### config.mk
export PLATFORM = sky130hd
export DESIGN_NAME = fir_filter_ring_core
export DESIGN_NICKNAME = d
export VERILOG_FILES = /design/src/rtl/core/frc_pkg.sv /design/src/rtl/core/frc_ram.sv /design/src/rtl/core/frc_mac.sv /design/src/rtl/core/frc_ctrl.sv /design/src/rtl/core/fir_filter_ring_core.sv
export VERILOG_INCLUDE_DIRS = /design/src /design/src/rtl/core
export SDC_FILE = /design/constraint.sdc
export NUM_CORES = 2
export LEC_CHECK = 0
export ABC_CLOCK_PERIOD_IN_PS = 7700
export BUFFER_PORTS_ARGS = -buffer_cell sky130_fd_sc_hd__buf_4
export CORE_UTILIZATION = 64
export DETAILED_ROUTE_END_ITERATION = 10
export PLACE_DENSITY = 0.81
export SYNTH_ARGS = -nofsm -noshare
export SYNTH_HDL_FRONTEND = slang
export SYNTH_HIERARCHICAL = 1
export SYNTH_SLANG_ARGS = --single-unit
### constraint.sdc
create_clock -name i_clk -period 7.7 [get_ports i_clk]
set_input_delay 1.925 -clock i_clk [delete_from_list [all_inputs] [get_ports i_clk]]
set_output_delay 1.925 -clock i_clk [all_outputs]
set_load 0.02 [all_outputs]
### src/rtl/core/fir_filter_ring_core_assert.svh
// Assertion macros shared by the FIR ring filter RTL.
`ifndef FIR_FILTER_RING_CORE_ASSERT_SVH
`define FIR_FILTER_RING_CORE_ASSERT_SVH

// Same-cycle implication, checked on the rising clock edge outside reset.
`define FRC_ASSERT_IMP(label, clk, rst_n, ante, cons, msg) \
    label: assert property (@(posedge clk) disable iff (!rst_n) (ante) |-> (cons)) \
        else $error(msg);

// Next-cycle implication, checked on the rising clock edge outside reset.
`define FRC_ASSERT_NXT(label, clk, rst_n, ante, cons, msg) \
    label: assert property (@(posedge clk) disable iff (!rst_n) (ante) |=> (cons)) \
        else $error(msg);

`endif

### src/rtl/core/frc_pkg.sv
// Shared types and constants of the FIR ring filter.
`default_nettype none

package frc_pkg;

    localparam int DATA_W   = 16;
    localparam int TAP_W    = 4;
    localparam int ACT_W    = 2;
    localparam int TC_W     = 5;
    localparam int TAPS_DEF = 16;

    typedef enum logic [ACT_W-1:0] {
        ACT_SAMPLE = 2'd0,
        ACT_FILL   = 2'd1,
        ACT_FLUSH  = 2'd2,
        ACT_LOAD   = 2'd3
    } t_action;

    typedef enum logic [2:0] {
        ST_IDLE,
        ST_RUN,
        ST_DRAIN,
        ST_FINISH,
        ST_DONE
    } t_state;

    // Control from the sequencer to the multiply-accumulate unit.
    typedef struct packed {
        logic              acc_clr;
        logic              issue;
        logic              dly_vld;
        logic              cof_vld;
        logic [DATA_W-1:0] base;
    } t_mac_ctl;

    // Status and result from the multiply-accumulate unit.
    typedef struct packed {
        logic              busy;
        logic [DATA_W-1:0] filtered;
        logic              sat;
    } t_mac_res;

endpackage

`default_nettype wire

### src/rtl/core/frc_ram.sv
// Generic single-write, single-read RAM with registered read data.
`default_nettype none

module frc_ram #(
    parameter int WIDTH = 16,
    parameter int DEPTH = 16
) (
    input  wire logic                     i_clk,
    input  wire logic                     i_wr_en,
    input  wire logic [$clog2(DEPTH)-1:0] i_wr_addr,
    input  wire logic [WIDTH-1:0]         i_wr_data,
    input  wire logic                     i_rd_en,
    input  wire logic [$clog2(DEPTH)-1:0] i_rd_addr,
    output logic      [WIDTH-1:0]         o_rd_data
);

    logic [WIDTH-1:0] r_mem [DEPTH];

    always_ff @(posedge i_clk) begin
        if (i_wr_en) begin
            r_mem[i_wr_addr] <= i_wr_data;
        end
        if (i_rd_en) begin
            o_rd_data <= r_mem[i_rd_addr];
        end
    end

endmodule

`default_nettype wire

### src/rtl/core/frc_mac.sv
// Shared multiply-accumulate unit with rounding and saturation of the sum.
`default_nettype none

module frc_mac #(
    parameter int TAPS = frc_pkg::TAPS_DEF
) (
    input  wire logic                        i_clk,
    input  wire logic                        i_rst_n,
    input  wire frc_pkg::t_mac_ctl           i_ctl,
    input  wire logic [frc_pkg::DATA_W-1:0]  i_dly_data,
    input  wire logic [frc_pkg::DATA_W-1:0]  i_cof_data,
    output frc_pkg::t_mac_res                o_res
);

    localparam int ACC_W     = 32 + $clog2(TAPS);
    localparam int CoefReset = (32768 + TAPS / 2) / TAPS;

    localparam logic signed [ACC_W-1:0] RoundHalf = ACC_W'(16384);
    localparam logic signed [ACC_W-1:0] SatMax    = ACC_W'(32767);
    localparam logic signed [ACC_W-1:0] SatMin    = -ACC_W'(32768);

    logic                      r_p1;
    logic                      r_p2;
    logic                      r_dv;
    logic                      r_cv;
    logic signed [31:0]        r_prod;
    logic signed [ACC_W-1:0]   r_acc;

    logic signed [frc_pkg::DATA_W-1:0] w_smp;
    logic signed [frc_pkg::DATA_W-1:0] w_cof;
    logic signed [ACC_W-1:0]           w_rnd;
    logic signed [ACC_W-1:0]           w_shf;

    // Entries never written since reset, fill or flush read as their default.
    assign w_smp = r_dv ? i_dly_data : i_ctl.base;
    assign w_cof = r_cv ? i_cof_data : frc_pkg::DATA_W'(CoefReset);

    always_ff @(posedge i_clk) begin
        if (!i_rst_n) begin
            r_p1 <= 1'b0;
            r_p2 <= 1'b0;
        end else begin
            r_p1 <= i_ctl.issue;
            r_p2 <= r_p1;
        end
        r_dv   <= i_ctl.dly_vld;
        r_cv   <= i_ctl.cof_vld;
        r_prod <= w_smp * w_cof;
        if (i_ctl.acc_clr) begin
            r_acc <= '0;
        end else if (r_p2) begin
            r_acc <= r_acc + {{(ACC_W-32){r_prod[31]}}, r_prod};
        end
    end

    // Round half up, then drop the 15 fraction bits.
    assign w_rnd = r_acc + RoundHalf;
    assign w_shf = w_rnd >>> 15;

    always_comb begin
        o_res.busy = r_p1 | r_p2;
        if (w_shf > SatMax) begin
            o_res.filtered = 16'h7fff;
            o_res.sat      = 1'b1;
        end else if (w_shf < SatMin) begin
            o_res.filtered = 16'h8000;
            o_res.sat      = 1'b1;
        end else begin
            o_res.filtered = w_shf[frc_pkg::DATA_W-1:0];
            o_res.sat      = 1'b0;
        end
    end

endmodule

`default_nettype wire

### src/rtl/core/frc_ctrl.sv
// Sequencer: ring pointer, valid bits, memory addressing and action handling.
`default_nettype none

module frc_ctrl #(
    parameter int TAPS = frc_pkg::TAPS_DEF
) (
    input  wire logic                             i_clk,
    input  wire logic                             i_rst_n,
    input  wire logic                             i_in_valid,
    output logic                                  o_in_ready,
    input  wire frc_pkg::t_action                 i_action,
    input  wire logic [frc_pkg::DATA_W-1:0]       i_value,
    input  wire logic [frc_pkg::TAP_W-1:0]        i_tap,
    input  wire logic [frc_pkg::TC_W-1:0]         i_tap_count,
    input  wire logic                             i_tc_all,
    input  wire logic                             i_out_free,
    output logic                                  o_done,
    output logic [frc_pkg::DATA_W-1:0]            o_last,
    output logic                                  o_sat,
    output logic                                  o_dly_we,
    output logic [$clog2(TAPS)-1:0]               o_dly_waddr,
    output logic [frc_pkg::DATA_W-1:0]            o_dly_wdata,
    output logic                                  o_cof_we,
    output logic [$clog2(TAPS)-1:0]               o_cof_waddr,
    output logic [frc_pkg::DATA_W-1:0]            o_cof_wdata,
    output logic [$clog2(TAPS)-1:0]               o_dly_raddr,
    output logic [$clog2(TAPS)-1:0]               o_cof_raddr,
    output frc_pkg::t_mac_ctl                     o_mac_ctl,
    input  wire frc_pkg::t_mac_res                i_mac_res
);

    localparam int IDX_W = $clog2(TAPS);
    localparam int CNT_W = $clog2(TAPS + 1);
    localparam int CMP_W = (CNT_W > frc_pkg::TC_W) ? CNT_W : frc_pkg::TC_W;
    localparam int TW    = (CNT_W > frc_pkg::TAP_W) ? CNT_W : frc_pkg::TAP_W;

    frc_pkg::t_state r_state, n_state;

    logic [IDX_W-1:0]          r_write_slot, n_write_slot;
    logic [IDX_W-1:0]          r_rd_slot,    n_rd_slot;
    logic [CNT_W-1:0]          r_idx,        n_idx;
    logic [TAPS-1:0]           r_dvalid,     n_dvalid;
    logic [TAPS-1:0]           r_cvalid,     n_cvalid;
    logic [frc_pkg::DATA_W-1:0] r_base,      n_base;
    logic [frc_pkg::DATA_W-1:0] r_last,      n_last;
    logic                      r_sat,        n_sat;

    logic             w_accept;
    logic             w_issue;
    logic [CMP_W-1:0] w_tc;
    logic [CMP_W-1:0] w_n;
    logic             w_run_end;
    logic             w_tap_ok;

    // Number of taps to sum: all of them until the register is written.
    assign w_tc      = CMP_W'(i_tap_count);
    assign w_n       = (i_tc_all || (w_tc > CMP_W'(TAPS))) ? CMP_W'(TAPS) : w_tc;
    assign w_run_end = (CMP_W'(r_idx) == w_n);
    assign w_tap_ok  = (TW'(i_tap) < TW'(TAPS));

    // Next state.
    always_comb begin
        n_state = r_state;
        case (r_state)
            frc_pkg::ST_IDLE: begin
                if (i_in_valid) begin
                    n_state = (i_action == frc_pkg::ACT_SAMPLE) ? frc_pkg::ST_RUN
                                                                : frc_pkg::ST_DONE;
                end
            end
            frc_pkg::ST_RUN: begin
                if (w_run_end) begin
                    n_state = frc_pkg::ST_DRAIN;
                end
            end
            frc_pkg::ST_DRAIN: begin
                if (!i_mac_res.busy) begin
                    n_state = frc_pkg::ST_FINISH;
                end
            end
            frc_pkg::ST_FINISH: begin
                n_state = frc_pkg::ST_DONE;
            end
            frc_pkg::ST_DONE: begin
                if (i_out_free) begin
                    n_state = frc_pkg::ST_IDLE;
                end
            end
            default: begin
                n_state = frc_pkg::ST_IDLE;
            end
        endcase
    end

    // State outputs.
    always_comb begin
        o_in_ready = 1'b0;
        w_issue    = 1'b0;
        o_done     = 1'b0;
        case (r_state)
            frc_pkg::ST_IDLE:   o_in_ready = 1'b1;
            frc_pkg::ST_RUN:    w_issue    = !w_run_end;
            frc_pkg::ST_DRAIN:  w_issue    = 1'b0;
            frc_pkg::ST_FINISH: w_issue    = 1'b0;
            frc_pkg::ST_DONE:   o_done     = i_out_free;
            default:            o_in_ready = 1'b0;
        endcase
    end

    assign w_accept = i_in_valid && o_in_ready;

    // Memory ports and unit control.
    assign o_dly_we    = w_accept && (i_action == frc_pkg::ACT_SAMPLE);
    assign o_dly_waddr = r_write_slot;
    assign o_dly_wdata = i_value;
    assign o_cof_we    = w_accept && (i_action == frc_pkg::ACT_LOAD) && w_tap_ok;
    assign o_cof_waddr = IDX_W'(i_tap);
    assign o_cof_wdata = i_value;
    assign o_dly_raddr = r_rd_slot;
    assign o_cof_raddr = r_idx[IDX_W-1:0];

    assign o_mac_ctl.acc_clr = o_dly_we;
    assign o_mac_ctl.issue   = w_issue;
    assign o_mac_ctl.dly_vld = r_dvalid[r_rd_slot];
    assign o_mac_ctl.cof_vld = r_cvalid[r_idx[IDX_W-1:0]];
    assign o_mac_ctl.base    = r_base;

    assign o_last = r_last;
    assign o_sat  = r_sat;

    // Datapath register updates.
    always_comb begin
        n_write_slot = r_write_slot;
        n_rd_slot    = r_rd_slot;
        n_idx        = r_idx;
        n_dvalid     = r_dvalid;
        n_cvalid     = r_cvalid;
        n_base       = r_base;
        n_last       = r_last;
        n_sat        = r_sat;
        if (w_accept) begin
            n_sat = 1'b0;
            case (i_action)
                frc_pkg::ACT_SAMPLE: begin
                    n_dvalid[r_write_slot] = 1'b1;
                    n_rd_slot              = r_write_slot;
                    n_idx                  = '0;
                    n_write_slot = (r_write_slot == IDX_W'(TAPS - 1)) ? '0
                                                                      : r_write_slot + 1'b1;
                end
                frc_pkg::ACT_FILL: begin
                    n_dvalid = '0;
                    n_base   = i_value;
                    n_last   = i_value;
                end
                frc_pkg::ACT_FLUSH: begin
                    n_dvalid = '0;
                    n_base   = '0;
                    n_last   = '0;
                end
                frc_pkg::ACT_LOAD: begin
                    if (w_tap_ok) begin
                        n_cvalid[IDX_W'(i_tap)] = 1'b1;
                    end
                end
                default: begin
                    n_sat = 1'b0;
                end
            endcase
        end
        if (w_issue) begin
            n_idx     = r_idx + 1'b1;
            n_rd_slot = (r_rd_slot == '0) ? IDX_W'(TAPS - 1) : r_rd_slot - 1'b1;
        end
        if (r_state == frc_pkg::ST_FINISH) begin
            n_last = i_mac_res.filtered;
            n_sat  = i_mac_res.sat;
        end
    end

    always_ff @(posedge i_clk) begin
        if (!i_rst_n) begin
            r_state      <= frc_pkg::ST_IDLE;
            r_write_slot <= '0;
            r_dvalid     <= '0;
            r_cvalid     <= '0;
            r_base       <= '0;
            r_last       <= '0;
            r_sat        <= 1'b0;
        end else begin
            r_state      <= n_state;
            r_write_slot <= n_write_slot;
            r_dvalid     <= n_dvalid;
            r_cvalid     <= n_cvalid;
            r_base       <= n_base;
            r_last       <= n_last;
            r_sat        <= n_sat;
        end
        r_rd_slot <= n_rd_slot;
        r_idx     <= n_idx;
    end

endmodule

`default_nettype wire

### src/rtl/core/fir_filter_ring_core.sv
// Top level of the FIR filter over a ring-buffer delay line.
`default_nettype none

// Direct-form FIR filter whose delay line and coefficients sit in two small
// synchronous RAMs. Each request carries one action in s_axis_tuser: a sample
// enters the ring over the oldest slot and the filter sums coefficient k times
// the sample delayed by k for the first tap_count delays (newest first); fill
// sets every delay slot and the last output to the given value; flush sets
// them to zero; load writes one Q1.15 coefficient, and a load to an index
// beyond the store is dropped. Every request produces exactly one result
// carrying the last filtered output and, for a sample, a flag that says the
// rounded sum was clipped to 16 bits. The sum is rounded half up, shifted
// right by 15 and saturated. One shared multiply-accumulate walks the taps at
// one tap per cycle. A sample is then held until the unit's pipeline drains,
// its result is captured and the output register has room for it; only then
// can the next request be accepted. Fill, flush and load skip the walk and
// wait only for room in the output register.
// A result waiting in the output register does not block the next request;
// only a result that finds the output register still full waits there.
// Coefficients come up as round(32768 / TAPS) and the delay line as zero right
// after reset, with no clearing pass: per-entry valid bits supply those values
// until an entry is written, and fill or flush simply clears the delay-line
// valid bits. The tap_count register sums all TAPS taps until it is first
// written, and it may only be written while no request is in flight.

module fir_filter_ring_core #(
    parameter int TAPS = frc_pkg::TAPS_DEF
) (
    input  wire logic                       i_clk,
    input  wire logic                       i_rst_n,
    // Configuration: tap_count.
    input  wire logic                       i_cfg_wr_en,
    input  wire logic [frc_pkg::TC_W-1:0]   i_cfg_wr_data,
    // Request stream.
    input  wire logic                       s_axis_tvalid,
    output logic                            s_axis_tready,
    input  wire logic [23:0]                s_axis_tdata,  // value[15:0], tap[19:16], zero pad
    input  wire logic [frc_pkg::ACT_W-1:0]  s_axis_tuser,  // action[1:0]
    // Result stream.
    output logic                            m_axis_tvalid,
    input  wire logic                       m_axis_tready,
    output logic [15:0]                     m_axis_tdata,  // filtered[15:0]
    output logic                            m_axis_tuser   // saturated[0]
);

`include "fir_filter_ring_core_assert.svh"

    localparam int IDX_W = $clog2(TAPS);

    logic [frc_pkg::TC_W-1:0] r_tap_count;
    logic                     r_tc_all;

    logic                       r_out_valid;
    logic [frc_pkg::DATA_W-1:0] r_out_data;
    logic                       r_out_sat;

    logic                       w_out_free;
    logic                       w_done;
    logic [frc_pkg::DATA_W-1:0] w_last;
    logic                       w_sat;

    logic                       w_dly_we;
    logic [IDX_W-1:0]           w_dly_waddr;
    logic [frc_pkg::DATA_W-1:0] w_dly_wdata;
    logic                       w_cof_we;
    logic [IDX_W-1:0]           w_cof_waddr;
    logic [frc_pkg::DATA_W-1:0] w_cof_wdata;
    logic [IDX_W-1:0]           w_dly_raddr;
    logic [IDX_W-1:0]           w_cof_raddr;
    logic [frc_pkg::DATA_W-1:0] w_dly_rdata;
    logic [frc_pkg::DATA_W-1:0] w_cof_rdata;

    logic                       w_in_hs;
    logic                       w_out_clip;
    logic                       w_out_rail;

    frc_pkg::t_mac_ctl w_mac_ctl;
    frc_pkg::t_mac_res w_mac_res;

    // The tap count register; until its first write every tap is summed.
    always_ff @(posedge i_clk) begin
        if (!i_rst_n) begin
            r_tap_count <= '0;
            r_tc_all    <= 1'b1;
        end else if (i_cfg_wr_en) begin
            r_tap_count <= i_cfg_wr_data;
            r_tc_all    <= 1'b0;
        end
    end

    frc_ctrl #(
        .TAPS (TAPS)
    ) u_ctrl (
        .i_clk       (i_clk),
        .i_rst_n     (i_rst_n),
        .i_in_valid  (s_axis_tvalid),
        .o_in_ready  (s_axis_tready),
        .i_action    (frc_pkg::t_action'(s_axis_tuser)),
        .i_value     (s_axis_tdata[15:0]),
        .i_tap       (s_axis_tdata[19:16]),
        .i_tap_count (r_tap_count),
        .i_tc_all    (r_tc_all),
        .i_out_free  (w_out_free),
        .o_done      (w_done),
        .o_last      (w_last),
        .o_sat       (w_sat),
        .o_dly_we    (w_dly_we),
        .o_dly_waddr (w_dly_waddr),
        .o_dly_wdata (w_dly_wdata),
        .o_cof_we    (w_cof_we),
        .o_cof_waddr (w_cof_waddr),
        .o_cof_wdata (w_cof_wdata),
        .o_dly_raddr (w_dly_raddr),
        .o_cof_raddr (w_cof_raddr),
        .o_mac_ctl   (w_mac_ctl),
        .i_mac_res   (w_mac_res)
    );

    // Delay line, addressed by ring slot.
    frc_ram #(
        .WIDTH (frc_pkg::DATA_W),
        .DEPTH (TAPS)
    ) u_dly_ram (
        .i_clk     (i_clk),
        .i_wr_en   (w_dly_we),
        .i_wr_addr (w_dly_waddr),
        .i_wr_data (w_dly_wdata),
        .i_rd_en   (w_mac_ctl.issue),
        .i_rd_addr (w_dly_raddr),
        .o_rd_data (w_dly_rdata)
    );

    // Coefficient store, addressed by delay.
    frc_ram #(
        .WIDTH (frc_pkg::DATA_W),
        .DEPTH (TAPS)
    ) u_cof_ram (
        .i_clk     (i_clk),
        .i_wr_en   (w_cof_we),
        .i_wr_addr (w_cof_waddr),
        .i_wr_data (w_cof_wdata),
        .i_rd_en   (w_mac_ctl.issue),
        .i_rd_addr (w_cof_raddr),
        .o_rd_data (w_cof_rdata)
    );

    frc_mac #(
        .TAPS (TAPS)
    ) u_mac (
        .i_clk      (i_clk),
        .i_rst_n    (i_rst_n),
        .i_ctl      (w_mac_ctl),
        .i_dly_data (w_dly_rdata),
        .i_cof_data (w_cof_rdata),
        .o_res      (w_mac_res)
    );

    // Output register: a finished result lands here when it is empty or
    // being emptied in the same cycle.
    assign w_out_free = !r_out_valid || m_axis_tready;

    always_ff @(posedge i_clk) begin
        if (!i_rst_n) begin
            r_out_valid <= 1'b0;
        end else if (w_done) begin
            r_out_valid <= 1'b1;
        end else if (m_axis_tready) begin
            r_out_valid <= 1'b0;
        end
        if (w_done) begin
            r_out_data <= w_last;
            r_out_sat  <= w_sat;
        end
    end

    assign m_axis_tvalid = r_out_valid;
    assign m_axis_tdata  = r_out_data;
    assign m_axis_tuser  = r_out_sat;

    assign w_in_hs    = s_axis_tvalid && s_axis_tready;
    assign w_out_clip = m_axis_tvalid && m_axis_tuser;
    assign w_out_rail = (m_axis_tdata == 16'h7fff) || (m_axis_tdata == 16'h8000);

    // An accepted request always keeps the block busy for the next cycle.
    `FRC_ASSERT_NXT(a_busy_after_accept, i_clk, i_rst_n, w_in_hs, !s_axis_tready, "double accept")
    // A result is only handed over when the output register can take it.
    `FRC_ASSERT_IMP(a_done_needs_room, i_clk, i_rst_n, w_done, w_out_free, "output overrun")
    // A clipped result sits at one of the two rails.
    `FRC_ASSERT_IMP(a_sat_at_rail, i_clk, i_rst_n, w_out_clip, w_out_rail, "clip off the rails")

endmodule

`default_nettype wire

Yosys cells after proc, flatten, opt, wreduce, memory -nomap -nowiden

Memories as Yosys holds them, arrays and structs flattened. A register that Yosys moved wholly into a read port is not among the register bits.
Cells that the tools add are included.

RAM bits: 512
Register bits after elaboration: 177
Word-level logic and storage cells: 122
Bits of input ports: 36
Memories kept: 2

Memory list:

| memory          | words | bits a word | read ports | clocked after Yosys merged registers in | write ports | line          | source |
|---|---|---|---|---|---|---|---|
| u_cof_ram.r_mem | 16    | 16          | 1          | 1                                       | 1           | frc_ram.sv:17 | `logic [WIDTH-1:0] r_mem [DEPTH];` |
| u_dly_ram.r_mem | 16    | 16          | 1          | 1                                       | 1           | frc_ram.sv:17 |  |

Muxes and demuxes: 42
Equality and inequality tests: 13
Multipliers: 1
Reduce and logical (&&, ||, !) cells: 27
$add $sub $neg: 5
Bitwise gates (word level): 3
Order comparisons: 9

Operators by type and width:

| operator               | count |
|---|---|
| $mux 16                | 4 |
| $pmux 16 s2            | 2 |
| $add 36x16->36 const B | 1 |
| $add 36x36->36         | 1 |
| $mux 17                | 2 |
| $mul 16x16->32         | 1 |
| $or 16x16->16          | 2 |
| $gt 21x16->1 const B   | 1 |
| $lt 21x16->1 const B   | 1 |
| $lt 4x5->1 const B     | 4 |
| $mux 4                 | 5 |
| $mux 5                 | 4 |
| $mux 1                 | 15 |
| $mux 3                 | 5 |
| $pmux 3 s5             | 1 |
| $reduce_and 2->1       | 6 |
| $reduce_bool 2->1      | 6 |
| $bmux 1 s4             | 2 |
| $demux 1 s4            | 2 |
| $ge 4x1->1 const B     | 2 |
| $eq 3x2->1 const B     | 2 |
| $add 5x1->5 const B    | 1 |
| $eq 5x5->1             | 1 |
| $gt 5x5->1 const B     | 1 |
| other kinds (19)       | 28 |

Depth between registers and ports, before layout

Depth in word-level cells: 8
Depth in mapped cells: 26
Gate-level depth less buffers: 24

Modules after synthesis

The synthesis kept the hierarchy.

Modules (own cells, without submodules):

| module               | cells each | area each (um2) | sequential area each (um2) | instances |
|---|---|---|---|---|
| frc_ram              | 432        | 10203.5         | 8167.8                     | 2 |
| frc_mac              | 1671       | 14392.6         | 1441.4                     | 1 |
| frc_ctrl             | 445        | 3992.6          | 1711.6                     | 1 |
| fir_filter_ring_core | 40         | 769.5           | 650.6                      | 1 |

Worst setup path after synthesis

OpenSTA, ideal clock, no wires.

Path type: reg-to-reg
Start: reg u_mac.r_dv
End: reg u_mac.r_prod[31]
Setup slack: 0.819 ns
Arrival: 6.796 ns
Cell stages (with the launch flop): 25
Path buffers: 2
Setup time: 0.086 ns
Period minus slack after synthesis: 6.881 ns
Path through: dfxtp_1 clkbuf_1 clkbuf_1 mux2i_1 nor2_1 fa_1 inv_1 fa_1 inv_1 fa_1 fa_1 fa_1 inv_1 fa_1 inv_1 ha_1 a21o_1 a21o_1 a21oi_1 nor2_1 a2111oi_0 o31ai_1 a221oi_1 nor2_1 a211oi_1

Longest elaborated chain between the ends: 2

RTL lines:

| what                   | line          | source |
|---|---|---|
| start, declared        | frc_mac.sv:24 | `logic r_dv;` |
| start signal, assigned | frc_mac.sv:46 | `r_dv <= i_ctl.dly_vld;` |
| $mux 16                | frc_mac.sv:35 | `assign w_smp = r_dv ? i_dly_data : i_ctl.base;` |
| $mul 16x16->32         | frc_mac.sv:48 | `r_prod <= w_smp * w_cof;` |
| end signal, assigned   | frc_mac.sv:48 |  |
| end, declared          | frc_mac.sv:26 | `logic signed [31:0] r_prod;` |

No other way between the ends.
A chain may end at the register's enable or synchronous reset.

Worst setup path in the final report

Start: reg u_mac.r_cv
End: reg u_mac.r_prod[31]

Longest elaborated chain between the ends: 2

RTL lines:

| what                   | line          | source |
|---|---|---|
| start, declared        | frc_mac.sv:25 | `logic r_cv;` |
| start signal, assigned | frc_mac.sv:47 | `r_cv <= i_ctl.cof_vld;` |
| $mux 16                | frc_mac.sv:36 | `assign w_cof = r_cv ? i_cof_data : frc_pkg::DATA_W'(CoefReset);` |
| $mul 16x16->32         | frc_mac.sv:48 |  |

No other way between the ends.

==> results.tsv <==
stage	metric	value	unit
run_status	outcome	completed	
pwr	Pwr Total	9690	uW
finish	FF+latch area	0.0201	sq mm
setup_path	CP dominant cell by count	fa_1	
pwr	Worst IR Drop VDD	0.000206	V
global_routing	first-pass GRT wire length	153	mm
finish	final non-filler cell area	0.0430	sq mm
synthesis	synthesized area	0.0396	sq mm
synthesis	Syn. warnings	6	
pwr	PwrDens	225	mW/mm^2
setup_path	CP peak stage delay	0.54	ns
synthesis	Post-synth EDFFs	570	
synthesis	sequential cell area fraction in the yosys report	50.9	%
clocking	total CTS buffers	73	
clocking	CTS tree	done	
setup_path	Setup crit end	u_mac/r_prod[31]	
die	Top-Level Pins	55	
clocking	root buffer cell	clkbuf_16	
finish	filler instances	3883	
route	vias per inst	6.39	
route	WL per Instance	25.7	um
timing	period utilisation layout	93.4	%
clocking	clock latency on the worst-skew pair	0.63	ns
placed_design	I/O Buffers	50	
clocking	H-Tree Depth	3	
global_routing	initial antenna violation count	1	
global_routing	largest net degree at the start of global routing	72	
clocking	Post-CTS Setup Bufs	0	
pwr	Pleak	0.0165	uW
placed_design	Area after DPL	0.0406	sq mm
global_routing	total gr overflow	0	
die	Die H	251	um
synthesis	syn_area_per_cell	13.1	sq um
synthesis	Synth async-reset ratio	0	%
global_routing	gr usage total	32.8	%
die	core region area	0.0607	sq mm
setup_path	Crit-path slowest cell	fa_1	
setup_path	Critical Path Fanout Max	19	
setup_path	reg2reg end	u_mac/r_prod[31]	
route	Antenna Nets Post-Route	0	
route	number of remaining DRC errors	0	
timing	Setup Skew	0.0378	ns
setup_path	R2R depth	21	
setup_path	CP endpoint kind	register	
setup_path	crit-path cells	buf_4, nand2_1, nor2_1, fa_1, inv_1, fa_1, inv_1, fa_1, fa_1, fa_1, inv_1, fa_1, inv_1, ha_1, a21oi_1, nor2_1, a2111oi_0, o31ai_1, a221oi_1, nor2_1, a211oi_1	
timing	WHS	0.433	ns
setup_path	startpoint types	register	
die	Die W	251	um
die	die area	0.0628	sq mm
synthesis	Main synth FF type	edfxtp_1	
timing	Tmin final	7.20	ns
global_routing	vias in the first global route	25700	
timing	RSZ-0062 raised after global routing	false	
timing	Slew @ Worst Pin	1.20	ns
synthesis	Seq cells post-synth	721	
synthesis	Yosys cell types	90	
clocking	Reg clk slew, reported paths	0.06	ns
placed_design	HPWL after detailed placement	67.0	mm
clocking	clock buffer depth	3	
timing	Fin Setup TNS	0	ns
placed_design	GPL Wtd Cong	0.966	
finish	multi-input logic area	0.0173	sq mm
setup_path	CP Class	reg -> reg	
clocking	Gates resized, CTS repair	0	
setup_path	CP required	8.22	ns
timing	final setup vio count	0	
clocking	cts hold-fix bufs	0	
finish	layout net count	3485	
route	DR vias	24900	
setup_path	Worst R2R Setup Slack	0.50	ns
run	max_cap viols	0	
timing	fmax	0.139	GHz
route	first-pass iteration count of the detailed router	5	
worst_hold_path	worst hold path class	reg -> reg	
timing	Slew Limit Fails	0	
finish	P&R area growth vs syn	8.78	%
setup_path	crit path from	u_mac/r_cv	
timing	Fin. Hold Viols	0	
die	row count	90	
route	number of DRC markers in iteration 0	2588	
finish	layout cells sized above 1	13.4	%
die	Starting Density	65.2	%
setup_path	Critical R2R Launch	u_mac/r_cv	
synthesis	Synth Net Count	3448	
timing	relative slew slack	19.9	%
route	WL final	100	mm
clocking	CTS sink count	721	
setup_path	data arrival time of the worst path	7.72	ns
synthesis	Cells after Synth	3020	
## area by class of cell
type	instances	share of cell area [%]
flip-flops and latches	721	46.8
multi-input cells	1791	40.2
clock buffers	103	4.77
well taps	782	2.27
inverters	350	3.05
diodes	1	0.00581
clock inverters	29	0.829
repair buffers	120	2.12
## where the power goes
| group | total (uW) | leakage, uW | switching, uW | internal (uW) |
|---|---|---|---|---|
| clock | 3580 | 0.00117 | 1530 | 2050 |
| sequential | 4460 | 0.00638 | 133 | 4330 |
| combinational | 1650 | 0.00893 | 1010 | 643 |
## through the flow
stage,worst slack [ns],util [%],std cells
3_3_place_gp,0.747,66.9,3764
6_report,0.505,70.9,3897
3_5_place_dp,0.528,66.9,3764
4_1_cts,0.502,70.9,3896
2_1_floorplan,0.819,-,3020
5_1_grt,0.0912,70.9,3897
## cell families (layout without fill, tap and decap cells)
family | after synthesis | after routing | share of synthesized area [%]
DFF | 721 | 721 | 50.9
other | 0 | 1 | 0
muxes | 197 | 197 | 9.54
AOI/OAI and AO/OA | 364 | 364 | 6.10
and+or+nand+nor | 757 | 757 | 8.67
adders and majority gates | 392 | 392 | 17.4
xor gates and xnor gates | 81 | 81 | 1.79
buffers and inverters | 508 | 602 | 5.60
## cell usage after synthesis (all sizes together), types with 6 or more instances
master	n	area, sq um
edfxtp	570	17100
o211ai	8	60.1
dfxtp	151	3020
and2	27	169
mux2	20	225
nand2b	19	119
nor2	240	911
mux4	136	3140
fa	263	5270
xnor2	56	490
nand4	6	67.6
and3	8	56.3
a21oi	86	442
xor2	25	219
a21boi	6	45.0
nor2b	21	131
a21o	26	195
nand3b	8	60.1
clkbuf	69	259
nor3	30	173
a31oi	43	275
a22oi	66	495
ha	129	1610
mux2i	41	410
nand3	31	155
inv	349	1310
buf	89	642
nand2	326	1250
o22ai	6	37.5
or2	7	43.8
o21a	8	60.1
o21ai	68	374
nor4	6	52.6
## worst max-delay path: cells and delay by family (launching register included)
kind	cells	cell delay [ns]
AOI/OAI and AO/OA	5	1.55
adders and majority gates	7	3.36
buffers and inverters	5	1.00
DFF	1	0.37
and+or+nand+nor	4	0.79
## flip-flops by register name, indices dropped and copies added (netlist names), 5 cells and up
name	flops
u_cof_ram/r_mem	256
u_dly_ram/r_mem	256
u_mac/r_acc	36
u_mac/r_prod	32
m_axis_tdata	16
u_cof_ram/o_rd_data	16
u_ctrl/o_last	16
u_ctrl/r_base	16
u_ctrl/r_cvalid	16
u_ctrl/r_dvalid	16
u_dly_ram/o_rd_data	16
r_tap_count	5
u_ctrl/r_idx	5
## cell usage in the layout, fill, tap and decap left out, drive strengths merged, types with 7 or more instances in the layout
master    n
clkinv   20
a21o     26
a31oi    43
inv     354
nor3     30
nand3b    8
and2     27
nand3    31
o211ai    8
a22oi    66
edfxtp  570
buf     120
dfxtp   151
and3      8
o21a      8
nor2    240
mux4    136
nor2b    21
xor2     25
nand2b   19
fa      263
clkbuf  103
o21ai    68
xnor2    56
mux2     20
a21oi    86
mux2i    41
or2       7
ha      129
nand2   326
## worst min-delay path by stage
stage | start | to | slack (ns) | cells past startpoint
after global placement | u_ctrl/o_last[9] | m_axis_tdata[9] | 0.42 | 0
after floorplan | u_ctrl/o_last[0] | m_axis_tdata[0] | 0.41 | 0
after CTS | u_ctrl/o_last[9] | m_axis_tdata[9] | 0.43 | 0
final | u_ctrl/o_last[11] | m_axis_tdata[11] | 0.43 | 0
after global routing | u_ctrl/o_last[9] | m_axis_tdata[9] | 0.45 | 0
after detailed placement | u_ctrl/o_last[9] | m_axis_tdata[9] | 0.42 | 0
## routing by layer
layer,GRT usage [%],routed length (um),vias up
li1,-,-,10700
met1,42.5,37500,12500
met2,55.3,49900,1391
met3,4.59,7840,284
met4,15.3,4980,0
met5,0,0,-
Power figures use the tool's default switching activity.
